$ cat src/hw/rtl/bcgd_pkg.sv
`default_nettype none
package bcgd_pkg;

  typedef enum logic [2:0] {
    ACT_PRESSED  = 3'd0,
    ACT_RELEASED = 3'd1,
    ACT_CLICK    = 3'd2,
    ACT_DCLICK   = 3'd3,
    ACT_LONG     = 3'd4,
    ACT_IDLE     = 3'd5
  } action_t;

  typedef enum logic [1:0] {
    ST_IDLE,
    ST_SCAN,
    ST_FLUSH
  } state_t;

  localparam logic [2:0] REG_BUTTON_COUNT = 3'd0;
  localparam logic [2:0] REG_LONG_PRESS   = 3'd1;
  localparam logic [2:0] REG_DCLICK_MASK  = 3'd2;
  localparam logic [2:0] REG_REPEAT_MASK  = 3'd3;
  localparam logic [2:0] REG_ACTIVE_HIGH  = 3'd4;

  localparam logic [31:0] JITTER_MS       = 32'd5;
  localparam logic [31:0] DCLICK_MS       = 32'd500;
  localparam logic [31:0] OTHER_WINDOW_MS = 32'd300;
  localparam logic [6:0]  EXTRA_JITTER    = 7'd100;
  localparam int unsigned REPEAT_MS       = 1000;
  localparam int unsigned LONG_EXTRA_MS   = 1000;
  localparam int unsigned MAX_EVENTS      = 4;

endpackage
`default_nettype wire

$ cat src/hw/rtl/button_click_gesture_detector_top.sv
`default_nettype none
// button gesture detector: one request on the in_ channel is one scan tick
// carrying edge interrupts and raw pin levels for up to four buttons.
// each tick yields zero or more event requests on the out_ channel (button
// index and action), the final one of a tick flagged with out_last.
// a tick on which no countdown of a button in use runs yields nothing.
// otherwise the idle state applies edges and advances time, and the single
// shared per-button update unit that the scan sequencer walks handles one
// button in use per cycle while at most one event waits; each event then
// moves out through the output register and the flush state closes the tick.
// an event is held in a small queue until the next event or the end of the
// tick shows whether it is the last one.
// the next tick is taken once the previous tick's events have all gone.
// a stalled receiver holds out_valid and its payload; with two events queued
// the scan waits on it. reset clears time, timestamps, counters, flags and
// records and loads long_press_ms with 3000 ms; configuration writes take
// effect at once; the user makes them only while the block is idle, unenforced.
module button_click_gesture_detector_top #(
  parameter int NUM_BUTTONS = 4,
  parameter int TICK_MS     = 10
) (
  input  wire        clk,
  input  wire        rst_n,
  input  wire        in_valid,
  output logic       in_ready,
  input  wire  [3:0] in_edge_mask,
  input  wire  [3:0] in_level_mask,
  output logic       out_valid,
  input  wire        out_ready,
  output logic [1:0] out_button_index,
  output logic [2:0] out_action,
  output logic       out_last,
  input  wire        cfg_we,
  input  wire  [2:0] cfg_index,
  input  wire [15:0] cfg_data
);

  localparam int NB = (NUM_BUTTONS < 4) ? NUM_BUTTONS : 4;
  localparam int IW = (NB > 1) ? $clog2(NB) : 1;
  localparam logic [15:0] REPEAT_TICKS = 16'(bcgd_pkg::REPEAT_MS / TICK_MS);
  localparam logic [15:0] DCLICK_TICKS = 16'(bcgd_pkg::DCLICK_MS / TICK_MS);
  localparam int RSH = 17 + $clog2(TICK_MS);
  localparam longint RECIP_L =
    ((longint'(1) << RSH) + longint'(TICK_MS) - longint'(1)) / longint'(TICK_MS);
  localparam logic [18:0] RECIP = 19'(RECIP_L);

  typedef struct packed {
    logic [2:0]  action;
    logic [31:0] stamp;
    logic [31:0] dur;
  } rec_t;

  logic [2:0]  button_count_r;
  logic [15:0] long_press_ms_r;
  logic [3:0]  dclick_mask_r, repeat_mask_r, active_high_r;

  logic [31:0] time_ms_r, time_ms_nxt;
  logic [31:0] other_click_r, other_click_nxt;
  logic [6:0]  extra_jitter_r, extra_jitter_nxt;
  logic [15:0] countdown_r [NB], countdown_nxt [NB];
  logic [31:0] press_time_r [NB], press_time_nxt [NB];
  logic [15:0] repeat_cnt_r [NB], repeat_cnt_nxt [NB];
  rec_t        new_rec_r [NB], new_rec_nxt [NB];
  rec_t        old_rec_r [NB], old_rec_nxt [NB];
  logic [NB-1:0] pressed_r, pressed_nxt, started_r, started_nxt;
  logic [NB-1:0] long_r, long_nxt, valid_r, valid_nxt, dwait_r, dwait_nxt;

  bcgd_pkg::state_t state_r, state_nxt;
  logic [IW-1:0] idx_r, idx_nxt;
  logic [3:0]    level_r, level_nxt;

  // event queue of a tick: during the scan an event leaves only once a later one is queued
  logic [1:0] q_idx_r [3], q_idx_nxt [3];
  logic [2:0] q_act_r [3], q_act_nxt [3];
  logic [1:0] q_cnt_r, q_cnt_nxt;
  logic       out_valid_r, out_valid_nxt, out_last_r, out_last_nxt;
  logic [1:0] out_idx_r, out_idx_nxt;
  logic [2:0] out_act_r, out_act_nxt;

  logic [2:0]  cnt;
  logic [15:0] long_reload;
  logic [16:0] reload_sum;
  logic [35:0] reload_prod;

  assign cnt = (button_count_r > 3'(NB)) ? 3'(NB) : button_count_r;
  assign reload_sum = {1'b0, long_press_ms_r} + 17'(bcgd_pkg::LONG_EXTRA_MS);
  // divide by the tick length through a reciprocal multiply, exact for 17 bits
  assign reload_prod = 36'(reload_sum) * 36'(RECIP);
  always_comb begin
    logic [16:0] q;
    q = 17'(reload_prod >> RSH);
    long_reload = q[16] ? 16'hffff : q[15:0];
  end

  always_ff @(posedge clk) begin
    if (!rst_n) begin
      button_count_r  <= '0;
      long_press_ms_r <= 16'd3000;
      dclick_mask_r   <= '0;
      repeat_mask_r   <= '0;
      active_high_r   <= '0;
    end else if (cfg_we) begin
      case (cfg_index)
        bcgd_pkg::REG_BUTTON_COUNT: button_count_r  <= cfg_data[2:0];
        bcgd_pkg::REG_LONG_PRESS:   long_press_ms_r <= cfg_data;
        bcgd_pkg::REG_DCLICK_MASK:  dclick_mask_r   <= cfg_data[3:0];
        bcgd_pkg::REG_REPEAT_MASK:  repeat_mask_r   <= cfg_data[3:0];
        bcgd_pkg::REG_ACTIVE_HIGH:  active_high_r   <= cfg_data[3:0];
        default: ;
      endcase
    end
  end

  assign in_ready         = (state_r == bcgd_pkg::ST_IDLE) && !out_valid_r;
  assign out_valid        = out_valid_r;
  assign out_button_index = out_idx_r;
  assign out_action       = out_act_r;
  assign out_last         = out_last_r;

  always_comb begin
    logic        going;
    logic        rep, now_pressed, skip, emit_ok;
    logic [31:0] slot, det;
    logic [IW-1:0] i;
    logic [15:0] c;
    logic [1:0]  e_idx [2];
    logic [2:0]  e_act [2];
    logic [1:0]  ne;
    logic        step_go, out_free;

    time_ms_nxt = time_ms_r;
    other_click_nxt = other_click_r;
    extra_jitter_nxt = extra_jitter_r;
    countdown_nxt = countdown_r;
    press_time_nxt = press_time_r;
    repeat_cnt_nxt = repeat_cnt_r;
    new_rec_nxt = new_rec_r;
    old_rec_nxt = old_rec_r;
    pressed_nxt = pressed_r;
    started_nxt = started_r;
    long_nxt = long_r;
    valid_nxt = valid_r;
    dwait_nxt = dwait_r;
    state_nxt = state_r;
    idx_nxt = idx_r;
    level_nxt = level_r;
    q_idx_nxt = q_idx_r;
    q_act_nxt = q_act_r;
    q_cnt_nxt = q_cnt_r;
    out_valid_nxt = out_valid_r;
    out_last_nxt = out_last_r;
    out_idx_nxt = out_idx_r;
    out_act_nxt = out_act_r;
    going = 1'b0;
    rep = 1'b0;
    now_pressed = 1'b0;
    skip = 1'b0;
    slot = '0;
    det = '0;
    i = idx_r;
    c = '0;
    e_idx[0] = '0; e_idx[1] = '0;
    e_act[0] = '0; e_act[1] = '0;
    ne = '0;
    step_go = 1'b0;
    emit_ok = 1'b0;

    out_free = !out_valid_r || out_ready;
    if (out_valid_r && out_ready) out_valid_nxt = 1'b0;

    case (state_r)
      bcgd_pkg::ST_IDLE: begin
        if (in_valid && in_ready) begin
          for (int k = 0; k < NB; k++) begin
            if (3'(k) < cnt && in_edge_mask[k]) begin
              pressed_nxt[k] = 1'b1;
              press_time_nxt[k] = time_ms_r;
              repeat_cnt_nxt[k] = '0;
              countdown_nxt[k] = long_reload;
            end
          end
          for (int k = 0; k < NB; k++)
            if (3'(k) < cnt && (countdown_nxt[k] != 0)) going = 1'b1;
          time_ms_nxt = time_ms_r + 32'(TICK_MS);
          level_nxt = in_level_mask;
          idx_nxt = '0;
          q_cnt_nxt = '0;
          if (!going) begin
            started_nxt = '0;
            long_nxt = '0;
            dwait_nxt = '0;
            for (int k = 0; k < NB; k++) repeat_cnt_nxt[k] = '0;
          end else begin
            state_nxt = bcgd_pkg::ST_SCAN;
          end
        end
      end

      bcgd_pkg::ST_SCAN: begin
        // a step runs while at most one event waits, so it can never be the last
        step_go = (q_cnt_r <= 2'd1);
        if (q_cnt_r >= 2'd2 && out_free) begin
          out_valid_nxt = 1'b1;
          out_idx_nxt = q_idx_r[0];
          out_act_nxt = q_act_r[0];
          out_last_nxt = 1'b0;
          q_idx_nxt[0] = q_idx_r[1];
          q_act_nxt[0] = q_act_r[1];
          q_idx_nxt[1] = q_idx_r[2];
          q_act_nxt[1] = q_act_r[2];
          q_cnt_nxt = q_cnt_r - 2'd1;
        end
        if (step_go) begin
          rep = repeat_mask_r[i];
          if (countdown_r[i] != 0) begin
            if (pressed_r[i] || dwait_r[i])
              countdown_nxt[i] = countdown_r[i] - 16'd1;
            if (countdown_nxt[i] != 0 && pressed_r[i]) begin
              now_pressed = active_high_r[i] ? level_r[i] : !level_r[i];
              if (!started_r[i] && now_pressed) begin
                started_nxt[i] = 1'b1;
                e_idx[ne[0]] = 2'(i); e_act[ne[0]] = bcgd_pkg::ACT_PRESSED;
                ne = ne + 2'd1;
                skip = 1'b1;
              end else begin
                slot = time_ms_r - press_time_r[i];
                if (now_pressed) begin
                  if (slot >= {16'd0, long_press_ms_r} && !long_r[i]) begin
                    old_rec_nxt[i] = new_rec_r[i];
                    new_rec_nxt[i].action = bcgd_pkg::ACT_LONG;
                    new_rec_nxt[i].stamp = time_ms_r;
                    new_rec_nxt[i].dur = slot;
                    valid_nxt[i] = 1'b1;
                    countdown_nxt[i] = '0;
                    long_nxt[i] = 1'b1;
                  end else if (long_r[i] && rep) begin
                    countdown_nxt[i] = long_reload;
                  end
                  if (rep) begin
                    c = repeat_cnt_r[i];
                    repeat_cnt_nxt[i] = c + 16'd1;
                    if (c >= REPEAT_TICKS) begin
                      repeat_cnt_nxt[i] = '0;
                      e_idx[ne[0]] = 2'(i); e_act[ne[0]] = bcgd_pkg::ACT_PRESSED;
                      ne = ne + 2'd1;
                    end
                  end
                  if ((time_ms_r - other_click_r) < bcgd_pkg::OTHER_WINDOW_MS &&
                      cnt > 3'd1 && i == '0)
                    extra_jitter_nxt = bcgd_pkg::EXTRA_JITTER;
                  else
                    extra_jitter_nxt = '0;
                end else begin
                  if (slot > bcgd_pkg::JITTER_MS + {25'd0, extra_jitter_r}) begin
                    old_rec_nxt[i] = new_rec_r[i];
                    new_rec_nxt[i].stamp = time_ms_r;
                    new_rec_nxt[i].dur = slot;
                    countdown_nxt[i] = '0;
                    if (slot < {16'd0, long_press_ms_r} && !long_r[i]) begin
                      det = time_ms_r - new_rec_r[i].stamp;
                      if (dclick_mask_r[i]) begin
                        if (det < bcgd_pkg::DCLICK_MS && slot < bcgd_pkg::DCLICK_MS &&
                            new_rec_r[i].action == bcgd_pkg::ACT_CLICK &&
                            new_rec_r[i].dur < bcgd_pkg::DCLICK_MS) begin
                          old_rec_nxt[i].action = bcgd_pkg::ACT_IDLE;
                          new_rec_nxt[i].action = bcgd_pkg::ACT_DCLICK;
                          valid_nxt[i] = 1'b1;
                          dwait_nxt[i] = 1'b0;
                        end else if (!dwait_r[i]) begin
                          new_rec_nxt[i].action = bcgd_pkg::ACT_CLICK;
                          valid_nxt[i] = 1'b1;
                          dwait_nxt[i] = 1'b1;
                          countdown_nxt[i] = DCLICK_TICKS;
                        end
                      end else begin
                        new_rec_nxt[i].action = bcgd_pkg::ACT_CLICK;
                        valid_nxt[i] = 1'b1;
                        dwait_nxt[i] = 1'b1;
                      end
                    end else begin
                      valid_nxt[i] = 1'b0;
                    end
                  end
                  if (started_r[i]) begin
                    e_idx[ne[0]] = 2'(i); e_act[ne[0]] = bcgd_pkg::ACT_RELEASED;
                    ne = ne + 2'd1;
                    long_nxt[i] = 1'b0;
                  end
                end
                pressed_nxt[i] = now_pressed;
              end
            end
            if (!skip && countdown_nxt[i] == 0) begin
              emit_ok = valid_nxt[i] && started_nxt[i];
              if (emit_ok) begin
                e_idx[ne[0]] = 2'(i); e_act[ne[0]] = new_rec_nxt[i].action;
                ne = ne + 2'd1;
                if (!long_nxt[i]) started_nxt[i] = 1'b0;
                valid_nxt[i] = 1'b0;
                if (new_rec_nxt[i].action == bcgd_pkg::ACT_CLICK && cnt > 3'd1 &&
                    i != '0)
                  other_click_nxt = time_ms_r;
              end
              if (long_nxt[i] && rep) begin
                countdown_nxt[i] = long_reload;
                valid_nxt[i] = 1'b0;
              end else if (long_nxt[i]) begin
                started_nxt[i] = 1'b0;
                long_nxt[i] = 1'b0;
                repeat_cnt_nxt[i] = '0;
              end
            end
          end
          // new events go behind the one still waiting, if any
          if (q_cnt_r == 2'd0) begin
            q_idx_nxt[0] = e_idx[0]; q_act_nxt[0] = e_act[0];
            q_idx_nxt[1] = e_idx[1]; q_act_nxt[1] = e_act[1];
          end else begin
            q_idx_nxt[1] = e_idx[0]; q_act_nxt[1] = e_act[0];
            q_idx_nxt[2] = e_idx[1]; q_act_nxt[2] = e_act[1];
          end
          q_cnt_nxt = q_cnt_r + ne;
          if ((3'(idx_r) + 3'd1) >= cnt) state_nxt = bcgd_pkg::ST_FLUSH;
          else idx_nxt = idx_r + IW'(1);
        end
      end

      bcgd_pkg::ST_FLUSH: begin
        // the last queued event of the tick carries the last flag
        if (q_cnt_r != 2'd0 && out_free) begin
          out_valid_nxt = 1'b1;
          out_idx_nxt = q_idx_r[0];
          out_act_nxt = q_act_r[0];
          out_last_nxt = (q_cnt_r == 2'd1);
          q_idx_nxt[0] = q_idx_r[1];
          q_act_nxt[0] = q_act_r[1];
          q_idx_nxt[1] = q_idx_r[2];
          q_act_nxt[1] = q_act_r[2];
          q_cnt_nxt = q_cnt_r - 2'd1;
        end
        if (q_cnt_r == 2'd0) state_nxt = bcgd_pkg::ST_IDLE;
      end

      default: state_nxt = bcgd_pkg::ST_IDLE;
    endcase
  end

  always_ff @(posedge clk) begin
    if (!rst_n) begin
      state_r <= bcgd_pkg::ST_IDLE;
      idx_r <= '0;
      time_ms_r <= '0;
      other_click_r <= '0;
      extra_jitter_r <= '0;
      pressed_r <= '0;
      started_r <= '0;
      long_r <= '0;
      valid_r <= '0;
      dwait_r <= '0;
      q_cnt_r <= '0;
      out_valid_r <= 1'b0;
      out_last_r <= 1'b0;
      for (int k = 0; k < NB; k++) begin
        countdown_r[k] <= '0;
        press_time_r[k] <= '0;
        repeat_cnt_r[k] <= '0;
        new_rec_r[k] <= '{action: bcgd_pkg::ACT_IDLE, stamp: '0, dur: '0};
        old_rec_r[k] <= '{action: bcgd_pkg::ACT_IDLE, stamp: '0, dur: '0};
      end
    end else begin
      state_r <= state_nxt;
      idx_r <= idx_nxt;
      time_ms_r <= time_ms_nxt;
      other_click_r <= other_click_nxt;
      extra_jitter_r <= extra_jitter_nxt;
      pressed_r <= pressed_nxt;
      started_r <= started_nxt;
      long_r <= long_nxt;
      valid_r <= valid_nxt;
      dwait_r <= dwait_nxt;
      q_cnt_r <= q_cnt_nxt;
      out_valid_r <= out_valid_nxt;
      out_last_r <= out_last_nxt;
      countdown_r <= countdown_nxt;
      press_time_r <= press_time_nxt;
      repeat_cnt_r <= repeat_cnt_nxt;
      new_rec_r <= new_rec_nxt;
      old_rec_r <= old_rec_nxt;
    end
  end

  always_ff @(posedge clk) begin
    level_r <= level_nxt;
    q_idx_r <= q_idx_nxt;
    q_act_r <= q_act_nxt;
    out_idx_r <= out_idx_nxt;
    out_act_r <= out_act_nxt;
  end

  a_no_take_while_busy: assert property (@(posedge clk) disable iff (!rst_n)
    (state_r != bcgd_pkg::ST_IDLE) |-> !in_ready)
    else $error("tick taken while scanning");
  a_held_output: assert property (@(posedge clk) disable iff (!rst_n)
    (out_valid_r && !out_ready) |=> (out_valid_r && $stable(out_act_r)))
    else $error("output request dropped under stall");
  a_action_range: assert property (@(posedge clk) disable iff (!rst_n)
    out_valid_r |-> (out_act_r != bcgd_pkg::ACT_IDLE))
    else $error("idle action emitted");

endmodule
`default_nettype wire

$ cat config.mk
export PLATFORM = sky130hd
export DESIGN_NAME = button_click_gesture_detector_top
export DESIGN_NICKNAME = d
export VERILOG_FILES = /design/src/hw/rtl/bcgd_pkg.sv /design/src/hw/rtl/button_click_gesture_detector_top.sv
export SDC_FILE = /design/constraint.sdc
export NUM_CORES = 2
export LEC_CHECK = 0
export BUFFER_PORTS_ARGS = -buffer_cell sky130_fd_sc_hd__clkbuf_2
export CORE_UTILIZATION = 55
export CTS_CLUSTER_SIZE = 14
export DETAILED_ROUTE_END_ITERATION = 8
export GPL_ROUTABILITY_DRIVEN = 0
export PLACE_DENSITY = 0.71
export SYNTH_ARGS = -nofsm -noshare
export SYNTH_HDL_FRONTEND = slang
export SYNTH_SLANG_ARGS = --single-unit
$ cat constraint.sdc
create_clock -name clk -period 12.2 [get_ports clk]
set_input_delay 2.44 -clock clk [delete_from_list [all_inputs] [get_ports clk]]
set_output_delay 2.44 -clock clk [all_outputs]
set_load 0.02 [all_outputs]
==> metrics <==
outcome finished with violations; failing checks DRC, capacitance limit, slew limit; ANT nets after route 0; TritonCTS Buffers between 70 and 80; IO Pins 40; DR vias about 41k; asr flop ratio synth 0; final hold vios 0; Slew Viols, Final 14; CP startpoint kind flop; initial antenna violation count 2; largest cells by area after synthesis dfxtp_1, nand2_1, ha_1, a21oi_1, mux4_2; syn nets 5732; wire per inst 23.1 µm; peak supply drop between 0.2 and 0.25 mV; I/O Buffers 39; First-pass DRT Iterations 9; post-synthesis compound-gate area fraction 0.209; Clk pin slew, worst setup/hold paths around 70 ps; core area 77300 µm²; Fin Setup TNS 0 ps; PnR worst setup slack 1560 ps; Critical Path AT 11090 ps; crit path cell chain buf_4 -> mux4_2 -> inv_1 -> ha_1 -> inv_1 -> nor3_1 -> nand2_1 -> xor2_1 -> o21ai_0 -> nor3_1 -> a32oi_1 -> nor4_2 -> nor3_2 -> nand2_2 -> buf_4 -> o21ai_0 -> nand2_1 -> o311ai_0 -> nor3_1 -> o22ai_1 -> or3_1 -> buf_4 -> mux2i_1 -> a221oi_1; Final Skew about 34 ps; Max Cap Viol 2; die outline area between 70000 and 80000 µm²; syn_area_per_cell 8.03 µm²; RSZ-0062 raised after global routing false; row cnt 102; Clock Latency Late Sink about 640 ps; slowest stage cell, crit path mux2i_1; Area Growth Syn to Fin 8.91%; gr ovfl total 0; number of setup violations in the final report 0; min cycle time layout 10640 ps; Final HPWL DP 98.5 mm; final wirelength 146 mm; CTS tree yes; Cell Area, Synth around 43000 µm²; Worst Hold Class flop to flop; global router's overall resource usage 0.369; post-synthesis sequential area ratio 0.313; CTS Root Cell clkbuf_16; Die Wd 281 µm; Syn Inst Count 5347; Pwr Density 143 nW/µm²; warnings from Yosys 0; Slew @ Worst Pin 1660 ps; Post-synth EDFFs 24; Adder-Cell Fraction of Synth Area 0.118; Layout Nets roughly 5.6k; CTS sink cnt 658; first-pass GRT wire length 227 mm; Yosys top cell area share 0.296; mux cell area share after synthesis 0.0706; initial core utilization 0.555; register bit total from synthesis ~660; slowest stage delay, CP 920 ps; XOR/XNOR Fraction of Synth Area 0.0253; Yosys cell types 102; final worst-path cycle share 0.872; Crit Path Class flop to flop; crit-path leading delay family compound AO/OA/AOI/OAI gates; hold_buf cts 0; DRC roughly 310; simple-gate area share of the yosys netlist 0.202; DR iter-0 viols between 5k and 6k; Slew headroom -0.116; Critical Path End Type flop; Primary FF master, synth dfxtp_1; pre-CTS WS 2250 ps; Post-CTS Setup Bufs 0; WP data required around 13000 ps; Max clock buf depth 3; Fmax 94.0 MHz; Synth area leader dfxtp_1; vias per cell between 6 and 7; CTS resizes 0; P_leak 18.3 nW; DIE HEIGHT 281 µm; vias in the first global route 39.2k; main combinational cell family by area after synthesis compound AO/OA/AOI/OAI gates; critical-path maximum fanout 34; proportion of layout cells with a drive suffix above 1 0.0871; final total power ~6.7 mW; H-tree depth 3; Buf/Inv on CP 5; largest net degree at the start of global routing 103
-- worst reg2reg max path: cells and delay by family (launching register included) --
kind	cells	cell delay, ps
adders and majority gates	1	560
muxes	2	1660
xor gates and xnor gates	1	250
buffers and inverters	5	1880
and+or+nand+nor	9	2570
DFF	1	780
AOI/OAI and AO/OA	6	2760
-- kinds of logic after synthesis --
kind of cell,Yosys count
muxes,184
AOI/OAI and AO/OA,1418
buffers and inverters,701
adders and majority gates,353
and+or+nand+nor,1910
DFF,658
xor gates and xnor gates,123
-- state kept, by name, indices dropped and copies added (netlist names), 3 cells and up --
register,flops
new_rec_r,260
press_time_r,124
countdown_r,64
repeat_cnt_r,64
other_click_r,31
time_ms_r,31
long_press_ms_r,16
q_act_r,9
q_idx_r,6
active_high_r,4
dclick_mask_r,4
dwait_r,4
level_r,4
long_r,4
pressed_r,4
repeat_mask_r,4
started_r,4
valid_r,4
button_count_r,3
out_action,3
-- Yosys cell counts, types with 15 or more instances --
cell,number
a31oi_1,36
edfxtp_1,24
buf_1,34
nand3_1,73
o21bai_1,16
nor2_1,356
mux2i_1,82
nand2_1,971
or4_1,18
o21ai_0,196
or2_2,15
ha_1,265
nand2b_1,23
or3_1,34
a21o_1,66
and3_1,59
a221oi_1,20
xor2_1,52
a21oi_1,587
dfxtp_1,634
and2_1,49
o21a_1,29
a22o_1,29
fa_1,88
nor3_1,93
o211ai_1,44
a22oi_1,72
a2111oi_0,15
nor4_1,52
clkbuf_1,280
o31ai_1,23
nor2b_1,35
mux4_2,94
a211oi_1,69
buf_2,20
inv_1,359
o221ai_1,21
xnor2_1,70
nor3b_1,17
o22ai_1,37
nand4_1,51
a32o_1,17
-- metal layers --
metal,vias to the layer above,part of all wire,track usage
met4,2,0.065,0.194
li1,18700,-,-
met5,-,0.00051,0.0128
met1,19400,0.39,0.471
met2,2479,0.43,0.561
met3,731,0.11,0.110
-- final timing paths --
check	start	to	slack [ps]	cells past startpoint
max	idx_r[0]$_SDFFE_PN0P_	countdown_r[45]$_SDFFE_PN0P_	1560	24
min	press_time_r[27]$_SDFFE_PN0P_	press_time_r[27]$_SDFFE_PN0P_	450	2
max reg2reg	idx_r[0]$_SDFFE_PN0P_	countdown_r[45]$_SDFFE_PN0P_	1560	24
min reg2reg	press_time_r[27]$_SDFFE_PN0P_	press_time_r[27]$_SDFFE_PN0P_	450	2
-- layout by cell type (no fill, tap or decap), drive strengths merged, types with 50 or more instances in the layout --
master  synthesis  layout
clkbuf        280     140
a22oi          72      72
nand4          51      51
xor2           53      53
buf            58     127
a21o           66      66
xnor2          70      70
mux2i          82      82
nand2         971     971
nor4           55      55
nor3           98      98
a211oi         73      73
nand3          73      73
nor2          358     358
ha            265     265
dfxtp         634     634
o21ai         207     207
fa             88      88
mux4           94      94
inv           360     364
a21oi         587     587
and3           59      59
and2           50      50
-- area by class of cell --
cell class | instances | area, µm²
Multi-Input combinational cell | 3988 | 26900
Antenna cell | 1 | 2.50
Clock inverter | 37 | 458
Clock buffer | 101 | 2130
Tap cell | 1040 | 1300
Fill cell | 6945 | 30600
Inverter | 363 | 1370
Timing Repair Buffer | 166 | 1150
Sequential cell | 658 | 13400
-- per-stage QoR --
stage          hold slack, ps  instances   util  instance area [µm²]
6_report                  450       6354  0.604                46700
5_1_grt                   463       6353  0.604                46700
4_1_cts                   452       6352  0.604                46700
3_5_place_dp              437       6214  0.571                44100
3_3_place_gp              435       6214  0.571                44100
2_1_floorplan             421       5347      -                42900
-- power breakdown --
group | internal, mW | switching, mW
logic | 0.671 | 1.43
registers | 2.18 | 0.0262
clock network | 1.39 | 0.980
(Power assumes the default switching activity.)
